===== src/hdl/assert_macros.svh =====
// Assertion macros shared by the queue RTL.
// Every macro samples on the rising edge of clk_i and is disabled while rst_ni is low.
`ifndef ASSERT_MACROS_SVH
`define ASSERT_MACROS_SVH

// The condition holds at every clock edge.
`define ASSERT_ALWAYS(lbl, cond, msg) \
  lbl: assert property (@(posedge clk_i) disable iff (!rst_ni) (cond)) else $error(msg);

// The consequent holds in the same cycle as the antecedent.
`define ASSERT_IMPL(lbl, ante, cons, msg) \
  lbl: assert property (@(posedge clk_i) disable iff (!rst_ni) (ante) |-> (cons)) \
    else $error(msg);

// The consequent holds in the cycle after the antecedent.
`define ASSERT_NEXT(lbl, ante, cons, msg) \
  lbl: assert property (@(posedge clk_i) disable iff (!rst_ni) (ante) |=> (cons)) \
    else $error(msg);

`endif


===== src/hdl/sgtq_pkg.sv =====
// Package for the grouped SPI transfer queue: default depth, operation and status codes.
// It depends on nothing else.
package sgtq_pkg;

  localparam int unsigned QUEUE_DEPTH_DEFAULT = 128;

  typedef enum logic [1:0] {
    OpEnqueue = 2'd0,
    OpShift   = 2'd1,
    OpRead    = 2'd2,
    OpNone    = 2'd3
  } op_e;

  typedef enum logic [1:0] {
    StatusOk       = 2'd0,
    StatusEmpty    = 2'd1,
    StatusOverflow = 2'd2,
    StatusRejected = 2'd3
  } status_e;

endpackage


===== src/hdl/sgtq_ram.sv =====
// Generic simple dual-port RAM: one write port, one read port with registered data.
// It depends on nothing else; the read data holds while the read enable is low.
module sgtq_ram #(
  parameter int unsigned Width = 8,
  parameter int unsigned Depth = 128
) (
  input  logic                     clk_i,
  input  logic                     we_i,
  input  logic [$clog2(Depth)-1:0] waddr_i,
  input  logic [Width-1:0]         wdata_i,
  input  logic                     re_i,
  input  logic [$clog2(Depth)-1:0] raddr_i,
  output logic [Width-1:0]         rdata_o
);

  logic [Width-1:0] mem [Depth];

  always_ff @(posedge clk_i) begin
    if (we_i) begin
      mem[waddr_i] <= wdata_i;
    end
    if (re_i) begin
      rdata_o <= mem[raddr_i];
    end
  end

endmodule


===== src/hdl/spi_grouped_transfer_queue_top.sv =====
// Grouped SPI transfer queue: send queue with group admission and a receive queue.
// An accepted input word has its result word in the output register in the next cycle.
// Throughput: one word per cycle while the output is not stalled; each word is one
// queue access done in one pass to the result register, reading at most one RAM.
// Reset (rst_ni low, asynchronous): queues empty, idle, select high, no result pending.
// Depends on sgtq_pkg, sgtq_ram and assert_macros.svh.
`include "assert_macros.svh"

module spi_grouped_transfer_queue_top
  import sgtq_pkg::*;
#(
  parameter int unsigned QueueDepth = QUEUE_DEPTH_DEFAULT
) (
  input  logic       clk_i,
  input  logic       rst_ni,
  // Input channel.
  input  logic       in_valid_i,
  output logic       in_stall_o,
  input  logic [1:0] operation_i,
  input  logic [7:0] data_byte_i,
  input  logic [6:0] group_length_i,
  input  logic [6:0] group_position_i,
  // Result channel.
  output logic       out_valid_o,
  input  logic       out_stall_i,
  output logic       send_valid_o,
  output logic [7:0] send_byte_o,
  output logic       select_n_o,
  output logic [7:0] read_byte_o,
  output logic [1:0] status_o,
  output logic [7:0] receive_count_o
);

  // Index width for the stores, count width for fills that may reach the depth itself,
  // and a sum width wide enough for a fill plus a 7-bit group length.
  localparam int unsigned AW   = $clog2(QueueDepth);
  localparam int unsigned CW   = $clog2(QueueDepth + 1);
  localparam int unsigned SumW = ((CW > 7) ? CW : 7) + 1;

  // Queue state. The state registers only change when a word is accepted, and a word is
  // only accepted when the result register is free, so they always describe the state
  // after the word whose result is on the output.
  logic [CW-1:0] fill_q, fill_d;
  logic [CW-1:0] sent_q, sent_d;
  logic [CW-1:0] rx_fill_q, rx_fill_d;
  logic [AW-1:0] rpos_q, rpos_d;
  logic          running_q, running_d;
  logic          select_q, select_d;
  logic          drop_q, drop_d;

  // Result register.
  logic    out_valid_q, out_valid_d;
  logic    out_send_q, out_send_d;
  logic    out_read_q, out_read_d;
  status_e status_q, status_d;

  // The byte at the shifter is normally the registered send RAM output. When it was
  // written and emitted by the same word, the RAM returns stale data, so a copy of the
  // byte and its end mark is kept here and selected instead.
  logic       byp_q, byp_d;
  logic [7:0] byp_data_q, byp_data_d;
  logic       byp_mark_q, byp_mark_d;

  // RAM ports. The send RAM holds {end mark, byte}.
  logic          tx_we, tx_re;
  logic [8:0]    tx_rdata;
  logic          rx_we, rx_re;
  logic [7:0]    rx_rdata;

  logic          in_acc;
  logic          emit;
  logic          read_hit;
  logic          admit;
  logic          last;
  logic          cur_mark;
  logic [SumW-1:0] fill_sum;

  assign in_stall_o = out_valid_q & out_stall_i;
  assign in_acc     = in_valid_i & ~in_stall_o;

  // End of group: position + 1 reaches the group length.
  assign last     = ({1'b0, group_position_i} + 8'd1) >= {1'b0, group_length_i};
  assign fill_sum = SumW'(fill_q) + SumW'(group_length_i);
  assign cur_mark = byp_q ? byp_mark_q : tx_rdata[8];

  always_comb begin
    fill_d     = fill_q;
    sent_d     = sent_q;
    rx_fill_d  = rx_fill_q;
    rpos_d     = rpos_q;
    running_d  = running_q;
    select_d   = select_q;
    drop_d     = drop_q;
    byp_d      = byp_q;
    byp_data_d = byp_data_q;
    byp_mark_d = byp_mark_q;
    status_d   = StatusOk;
    tx_we      = 1'b0;
    rx_we      = 1'b0;
    rx_re      = 1'b0;
    emit       = 1'b0;
    read_hit   = 1'b0;
    admit      = 1'b0;

    if (in_acc) begin
      case (op_e'(operation_i))
        OpEnqueue: begin
          // The first byte of a group decides for the whole group.
          if (group_position_i == 7'd0) begin
            admit  = fill_sum < SumW'(QueueDepth);
            drop_d = ~admit;
          end else begin
            admit = ~drop_q;
          end
          if (fill_q >= CW'(QueueDepth)) begin
            admit = 1'b0;
          end
          if (!admit) begin
            status_d = StatusRejected;
          end else begin
            tx_we  = 1'b1;
            fill_d = fill_q + CW'(1);
            // A completed group starts an idle queue.
            if (last && !running_q && (sent_q < fill_d)) begin
              emit       = 1'b1;
              byp_d      = (sent_q == fill_q);
              byp_data_d = data_byte_i;
              byp_mark_d = last;
            end
          end
        end
        OpShift: begin
          if (running_q) begin
            // Received bytes beyond the depth are dropped.
            if (rx_fill_q < CW'(QueueDepth)) begin
              rx_we     = 1'b1;
              rx_fill_d = rx_fill_q + CW'(1);
            end
            // The byte closed its group: release the device unless a new byte goes out.
            if (cur_mark) begin
              select_d = 1'b1;
            end
            if (fill_q > sent_q) begin
              emit  = 1'b1;
              byp_d = 1'b0;
            end else begin
              running_d = 1'b0;
              sent_d    = '0;
              fill_d    = '0;
            end
          end
        end
        OpRead: begin
          if (rx_fill_q == '0) begin
            status_d = StatusEmpty;
          end else if (rx_fill_q < CW'(QueueDepth)) begin
            rx_re    = 1'b1;
            read_hit = 1'b1;
            rpos_d   = rpos_q + AW'(1);
            // The last held byte was popped: the receive queue starts over.
            if ((CW'(rpos_q) + CW'(1)) >= rx_fill_q) begin
              rpos_d    = '0;
              rx_fill_d = '0;
            end
          end else begin
            status_d = StatusOverflow;
          end
        end
        default: begin
        end
      endcase

      if (emit) begin
        sent_d    = sent_q + CW'(1);
        select_d  = 1'b0;
        running_d = 1'b1;
      end
    end
  end

  assign tx_re = emit;

  always_comb begin
    out_valid_d = out_valid_q;
    out_send_d  = out_send_q;
    out_read_d  = out_read_q;
    if (in_acc) begin
      out_valid_d = 1'b1;
      out_send_d  = emit;
      out_read_d  = read_hit;
    end else if (out_valid_q && !out_stall_i) begin
      out_valid_d = 1'b0;
    end
  end

  always_ff @(posedge clk_i or negedge rst_ni) begin
    if (!rst_ni) begin
      fill_q      <= '0;
      sent_q      <= '0;
      rx_fill_q   <= '0;
      rpos_q      <= '0;
      running_q   <= 1'b0;
      select_q    <= 1'b1;
      drop_q      <= 1'b0;
      byp_q       <= 1'b0;
      out_valid_q <= 1'b0;
      out_send_q  <= 1'b0;
      out_read_q  <= 1'b0;
      status_q    <= StatusOk;
    end else begin
      fill_q      <= fill_d;
      sent_q      <= sent_d;
      rx_fill_q   <= rx_fill_d;
      rpos_q      <= rpos_d;
      running_q   <= running_d;
      select_q    <= select_d;
      drop_q      <= drop_d;
      byp_q       <= byp_d;
      out_valid_q <= out_valid_d;
      out_send_q  <= out_send_d;
      out_read_q  <= out_read_d;
      if (in_acc) begin
        status_q <= status_d;
      end
    end
  end

  // The bypass copy is payload and needs no reset; its select bit is cleared above.
  always_ff @(posedge clk_i) begin
    byp_data_q <= byp_data_d;
    byp_mark_q <= byp_mark_d;
  end

  // Send store: written at the fill index, read at the send index when a byte goes out.
  sgtq_ram #(
    .Width(9),
    .Depth(QueueDepth)
  ) u_tx_ram (
    .clk_i   (clk_i),
    .we_i    (tx_we),
    .waddr_i (fill_q[AW-1:0]),
    .wdata_i ({last, data_byte_i}),
    .re_i    (tx_re),
    .raddr_i (sent_q[AW-1:0]),
    .rdata_o (tx_rdata)
  );

  // Receive store: written at the receive fill index, read at the read index on a pop.
  sgtq_ram #(
    .Width(8),
    .Depth(QueueDepth)
  ) u_rx_ram (
    .clk_i   (clk_i),
    .we_i    (rx_we),
    .waddr_i (rx_fill_q[AW-1:0]),
    .wdata_i (data_byte_i),
    .re_i    (rx_re),
    .raddr_i (rpos_q),
    .rdata_o (rx_rdata)
  );

  // The RAM read data only moves together with a new result word, so it lines up with
  // the result register while the output is stalled.
  assign out_valid_o     = out_valid_q;
  assign send_valid_o    = out_send_q;
  assign send_byte_o     = out_send_q ? (byp_q ? byp_data_q : tx_rdata[7:0]) : 8'd0;
  assign select_n_o      = select_q;
  assign read_byte_o     = out_read_q ? rx_rdata : 8'd0;
  assign status_o        = status_q;
  assign receive_count_o = 8'(rx_fill_q);

  `ASSERT_IMPL(idle_sent_zero_a, !running_q, sent_q == '0, "send index not cleared while idle")
  `ASSERT_ALWAYS(sent_within_fill_a, sent_q <= fill_q, "send index ran past the fill")
  `ASSERT_IMPL(rpos_below_fill_a, rx_fill_q != '0, CW'(rpos_q) < rx_fill_q,
               "read index not below the receive fill")
  `ASSERT_NEXT(emit_selects_a, in_acc && emit, running_q && !select_q && out_send_q,
               "an emitted byte did not leave the queue running with select low")

endmodule

===== config.mk =====
export PLATFORM = sky130hd
export DESIGN_NAME = spi_grouped_transfer_queue_top
export DESIGN_NICKNAME = d
export VERILOG_FILES = /design/src/hdl/sgtq_pkg.sv /design/src/hdl/sgtq_ram.sv /design/src/hdl/spi_grouped_transfer_queue_top.sv
export VERILOG_INCLUDE_DIRS = /design/src /design/src/hdl
export SDC_FILE = /design/constraint.sdc
export NUM_CORES = 2
export LEC_CHECK = 0
export ABC_AREA = 0
export BUFFER_PORTS_ARGS = -buffer_cell sky130_fd_sc_hd__buf_2
export CORE_UTILIZATION = 65
export CTS_CLUSTER_SIZE = 10
export DETAILED_ROUTE_END_ITERATION = 16
export HOLD_SLACK_MARGIN = 0.1
export PLACE_DENSITY = 0.82
export SLEW_MARGIN = 30
export SYNTH_ARGS = -nofsm -noshare
export SYNTH_HDL_FRONTEND = slang
export SYNTH_SLANG_ARGS = --single-unit

===== constraint.sdc =====
create_clock -name clk_i -period 7.21 [get_ports clk_i]
set_input_delay 0.3605 -clock clk_i [delete_from_list [all_inputs] [get_ports clk_i]]
set_output_delay 0.3605 -clock clk_i [all_outputs]
set_load 0.02 [all_outputs]

**Yosys cells after proc, flatten, opt, wreduce, memory -nomap -nowiden**

Memories as Yosys holds them, arrays and structs flattened. A register that Yosys moved wholly into a read port is not among the register bits.
Cells that the tools add are included.

- Input bits: 28
- Bits in writable memories: 2,176
- Bits in registers: 49
- Bits in latches: 0
- Memories: 2
- Word-level logic and storage cells: 131
- Bits in read-only memories: 0

Memory list:

| name | words | bits a word | read ports | clocked after memory_dff | write ports | RTL line | text |
|---|---|---|---|---|---|---|---|
| u_tx_ram.mem | 128 | 9 | 1 | 1 | 1 | sgtq_ram.sv:16 | `logic [Width-1:0] mem [Depth];` |
| u_rx_ram.mem | 128 | 8 | 1 | 1 | 1 | sgtq_ram.sv:16 |  |

- $add $sub $neg: 7
- Equality and inequality tests: 13
- Multiplexer cells: 59
- Divide/modulo/power cells: 0
- Multipliers: 0
- Bitwise gates (word level): 6
- Reductions and logical operators: 23
- Magnitude comparators: 7
- Shift-type cells: 0

Operator list:

| cell | count |
|---|---|
| $mux W8 | 13 |
| $mux W1 | 37 |
| $pmux W8 S2 | 2 |
| $add A8 B1 Y8 const B | 3 |
| $ne A2 B2 Y1 const B | 9 |
| $add A7 B1 Y8 const B | 2 |
| $reduce_and A4 Y1 | 4 |
| $reduce_bool A2 Y1 | 6 |
| $add A8 B7 Y9 | 1 |
| $lt A9 B8 Y1 const B | 1 |
| $eq A8 B8 Y1 | 1 |
| $ge A8 B7 Y1 | 1 |
| $ge A8 B8 Y1 | 1 |
| $ge A8 B8 Y1 const B | 1 |
| $gt A8 B8 Y1 | 1 |
| $logic_not A8 Y1 | 1 |
| $lt A8 B8 Y1 | 1 |
| $lt A8 B8 Y1 const B | 1 |
| $add A7 B1 Y7 const B | 1 |
| $logic_not A7 Y1 | 1 |
| $mux W7 | 1 |
| $reduce_and A7 Y1 | 1 |
| $mux W2 | 3 |
| $reduce_and A6 Y1 | 1 |
| 13 further kinds | 21 |

**Depth between registers and ports, before layout**

- Word-level depth: 11
- Mapped depth: 14
- Gate-level depth less buffers: 11

**Hierarchy**

Synthesis repeated with hierarchy kept, for this count alone.

- Cells, all modules: 3,833
- Area, all modules: 88,024.4 µm²

Modules (own cells, without submodules):

| module | sequential area each (µm²) | area an instance (µm²) | instances | cells an instance |
|---|---|---|---|---|
| sgtq_ram at u_tx_ram | 34,863.4 | 44,619.0 | 1 | 1,816 |
| sgtq_ram at u_rx_ram | 30,989.7 | 39,745.6 | 1 | 1,635 |
| spi_grouped_transfer_queue_top | 1,272.5 | 3,659.8 | 1 | 382 |

**Worst setup path before layout**

OpenSTA, ideal clock, no wires.

- Kind: input -> register
- Start: in group_position_i[2]
- End: reg byp_mark_q (data pin)
- Slack: 3.703 ns
- Cell stages on the path: 8
- Arrival: 2.994 ns
- Required time: 6.697 ns
- Setup time: 0.513 ns
- Path through: and2_1 > and3_1 > nand2_1 > xnor2_1 > ha_1 > o2111ai_1 > o21a_1 > nand2_1

- Cells in the longest elaborated chain, start to end: 2

Ends and longest elaborated chain:

| item | RTL line | text |
|---|---|---|
| from (decl) | spi_grouped_transfer_queue_top.sv:22 | `input logic [6:0] group_position_i,` |
| $add A7 B1 Y8 | spi_grouped_transfer_queue_top.sv:82 | `assign last = ({1'b0, group_position_i} + 8'd1) >= {1'b0, group_length_i};` |
| $ge A8 B7 Y1 | spi_grouped_transfer_queue_top.sv:82 |  |
| via last | spi_grouped_transfer_queue_top.sv:74 | `logic last;` |
| to (signal assigned) | spi_grouped_transfer_queue_top.sv:231 | `byp_mark_q <= byp_mark_d;` |
| to (decl) | spi_grouped_transfer_queue_top.sv:62 | `logic byp_mark_q, byp_mark_d;` |

The timed path passes the listed nets, and every way through them passes these cells.
A chain may end at the register's enable or synchronous reset.

**Worst setup path in the final report**

- Start: reg fill_q[2]
- End: mem u_tx_ram.mem[25][3], enable pin

- Cells in the longest elaborated chain, start to end: 11
- Elaborated cells between the ends (all ways): 12
- Those cells by class: add/sub (1); order compare (2); mux (9)

Ends and longest elaborated chain:

| item | RTL line | text |
|---|---|---|
| from (decl) | spi_grouped_transfer_queue_top.sv:43 | `logic [CW-1:0] fill_q, fill_d;` |
| from (signal assigned) | spi_grouped_transfer_queue_top.sv:211 | `fill_q <= fill_d;` |
| $add A8 B7 Y9 | spi_grouped_transfer_queue_top.sv:83 | `assign fill_sum = SumW'(fill_q) + SumW'(group_length_i);` |
| $lt A9 B8 Y1 | spi_grouped_transfer_queue_top.sv:110 | `admit = fill_sum < SumW'(QueueDepth);` |
| $mux W1 | spi_grouped_transfer_queue_top.sv:109 | `if (group_position_i == 7'd0) begin` |
| $mux W1 | spi_grouped_transfer_queue_top.sv:115 | `if (fill_q >= CW'(QueueDepth)) begin` |
| $mux W1 | spi_grouped_transfer_queue_top.sv:106 | `case (op_e'(operation_i))` |
| $mux W1 | spi_grouped_transfer_queue_top.sv:105 | `if (in_acc) begin` |
| $mux W1 | spi_grouped_transfer_queue_top.sv:118 | `if (!admit) begin` |
| $mux W1 | spi_grouped_transfer_queue_top.sv:106 |  |
| $mux W1 | spi_grouped_transfer_queue_top.sv:105 |  |
| $mux W1 | sgtq_ram.sv:19 | `if (we_i) begin` |
| $mux W1 (not written as such) | sgtq_ram.sv:20 | `mem[waddr_i] <= wdata_i;` |
| to (decl) | sgtq_ram.sv:16 |  |

Several ways; a longest one is shown, not always the timed one. The select of a mux whose other input is x is not followed.

==> reports/qor.txt <==
Synth Area in Compound Gates - 0.03117
Synth unique cells - 65
Clock Sinks - 2,242
Pre-CTS WS - 2.937 ns
Max frequency - 220.8 MHz
Outcome - finished, final reports clean
Clk Latency, worst-skew pair - 0.93 ns
Global-route wire length before repair - 324,400 um
Area Growth Syn to Fin - 11.14%
CTS tree - yes
Worst path max stage delay - 1.07 ns
Clk_skew - 0.07316 ns
Power Density - 310.0 nW/um^2
Final nets - 4,447
Yosys warning count - 0
Top cells by area, synth - edfxtp_1 (76%), mux4_2 (14%), a22oi_1 (1.8%)
TritonCTS buffer count - 275
Commonest cells post-synth - edfxtp_1 (2,202), mux4_2 (549), nor2_1 (319), a22oi_1 (208), clkbuf_1 (138)
Synthesized net count - 4,267
CP Data Arrival Time - 5.02 ns
Crit Path Max Fanout - 16
Leakage power - 29.55 nW
Multiplexer area fraction after synthesis - 0.1498
Remaining antenna violation count - 0
Sequential element share of the synthesized area - 0.7670
Number of fill cells - 7,003
Grt total ovfl - 0
Relative slew slack - 0.2718
Reg area - 67,150 um^2
Number of synthesized flops with an enable pin - 2,202
Hold Path End - u_tx_ram.mem[33][1]
Initial DRT Pass Iterations - 6
Chip height - 368.9 um
Vias in the first global route - 46,149
Total Negative Setup Slacks - 0 ns
IO Port Bufs - 57
Crit Path Category - flop to flop
Area share of the largest cell type after synthesis - 0.7556
Largest family of logic cells by synthesized area - multiplexers
Drt total wl - 226,000 um
R2R Setup Slk - 2.68 ns
FF-to-FF End - u_tx_ram.mem[25][3]
Final worst slack - 2.681 ns
Total GRT Usage - 0.3373
Root buffer cell - clkbuf_16
DRC Markers - 0
Maximum Capacitance Violations - 0
Hold Crit Class - input pin to flop
Synth Cell Area - 87,510 um^2
Synthesized instance count - 4,194
Synth Register Bits - 2,242
Setup bufs post-CTS - 0
Grt met2 use - 0.5390
R2r worst-path depth - 7
Setup violations, final - 0
Startpoint Class - flop
Worst vdd rail ir drop - 0.0003644 V
Most used cell along the critical path - a21oi_1
Min Tclk post-route - 4.529 ns
Met3 GRT Util - 0.08310
Initial DRC Count - 7,732
RR Startpoint - fill_q[2]
Hold Crit Depth - 1
Die area - 136,100 um^2
Worst slew pin tran - 1.091 ns
Simple-gate area share of the yosys netlist - 0.03095
Synth Flop Type - edfxtp_1
RSZ-0062 raised after global routing - false
Pins over their slew limit - 0
Core Rows - 134
Core area - 133,500 um^2
Area occupied by multi-input gates - 19,400 um^2
# IOs - 58
DP HPWL - 122,800 um
Clock Tree Buf Depth - 4
Nature of the critical path endpoint - flop
Wire per inst - 36.40 um
Worst path slowest cell - nor2_1
Most instantiated library cell after synthesis - edfxtp_1
CP required - 7.70 ns
Period utilization - 0.6282
Vias - 45,936
H-tree depth - 5
Worst hold start - data_byte_i[1]
Post-DR vias/cell - 7.399
CP Cell Sequence - ha_1 > a21oi_1 > a21oi_1 > o41ai_4 > and2_1 > nand3_2 > nor2_1
Largest net degree at the start of global routing - 158
Clk slew on worst S/H paths - 0.05 ns
Post-synth ARST share - 0.01784
Initial Utilization - 0.6557
Share of cells above drive strength 1 - 0.2255
Die Wd - 368.9 um
Avg Cell Area, Syn - 20.87 um^2
Yosys top cell by area - edfxtp_1
Routability congestion estimate - 0.9804
Fin. Hold Viols - 0
Most used routing layer - met2
GR Util met1 - 0.4434
Post-synthesis xor/xnor area fraction - 0.002102
Initial antenna violation count - 4
Synthesized-area fraction occupied by adder cells - 0.006434
## cell families (layout without fill, tap and decap cells)
logic type                 Yosys count  after routing
AOI/OAI and AO/OA                  391            391
xor gates and xnor gates            21             21
adders and majority gates           45             45
buffers and inverters              259            504
DFF                               2242           2242
muxes                              623            623
other                                0              1
and+or+nand+nor                    613            613
## worst max path at each step
stage / startpoint / endpoint / cells after the start / slack [ns]
after global placement: operation_i[0] / u_rx_ram.mem[111][2] / 7 / 3.02
final: fill_q[2] / u_tx_ram.mem[25][3] / 7 / 2.68
after detailed placement: fill_q[2] / u_tx_ram.mem[105][2] / 7 / 2.94
after CTS: fill_q[2] / u_tx_ram.mem[25][3] / 7 / 2.89
after global routing: fill_q[2] / u_tx_ram.mem[25][3] / 7 / 2.62
after floorplan: group_position_i[2] / byp_mark_q / 8 / 3.70
## routing by layer
layer	vias to the layer above	part of all wire
li1	17684	-
met2	4042	0.49
met1	23467	0.34
met4	0	0.054
met3	743	0.12
met5	-	0
## power by group
part           internal (mW)  switching, mW  leakage (nW)
combinational           1.33           2.34          5.73
clock                   6.92           4.94          3.55
sequential              14.4          0.184          20.3
total                   22.7           7.47          29.6
## critical path, delay by kind of cell (launching register included)
kind,cells,cell delay [ns]
AO/OA/AOI/OAI,3,0.84
flip-flops,1,0.58
AND/OR/NAND/NOR,3,2.37
adder cells (fa/ha/maj),1,0.33
## state kept, by name (all words and copies together), names as in the netlist, 2 cells and up
name,cells
byp_data_q,8
fill_q,8
receive_count_o,8
rpos_q,7
sent_q,8
status_o,2
u_rx_ram.mem,1024
u_rx_ram.rdata_o,8
u_tx_ram.mem,1152
u_tx_ram.rdata_o,9
## area by class of cell
cell class	count	share of cell area
timing repair buffer	128	0.01131
tap	1768	0.02274
sequential	2242	0.6904
multi-input combinational	1693	0.1995
inverter	34	0.001312
clock buffer	332	0.07405
clock inverter	10	0.0006947
antenna	1	0.00002573
## what timing repair did
action                                 in CTS  in global routing
hold buffers                               12                  0
setup endpoints to repair                   0                  0
endpoints found under the hold margin     128                  0
resized for setup                           0                  0
## metrics by stage
stage	hold WS, ns	util	std cells	cell area [um^2]	power [mW]
floorplan	0.06491	-	4194	87510	17.03
global placement	0.5161	0.6721	5848	89700	18.24
detailed placement	0.5159	0.6730	5852	89820	18.34
CTS	0.1100	0.7284	6206	97210	30.08
global route	0.1391	0.7287	6207	97260	30.77
finish	0.1001	0.7288	6208	97260	30.15
## placed cells by master (no fill, tap or decap), drive strengths merged, types with 45 or more instances in the layout
cell type / Yosys / layout
ha: 45 / 45
buf: 87 / 108
nor2: 319 / 319
mux4: 549 / 549
a21oi: 45 / 45
a22oi: 208 / 208
nand2: 125 / 125
edfxtp: 2202 / 2202
mux2i: 69 / 69
clkbuf: 138 / 340
(Power assumes the default switching activity.)
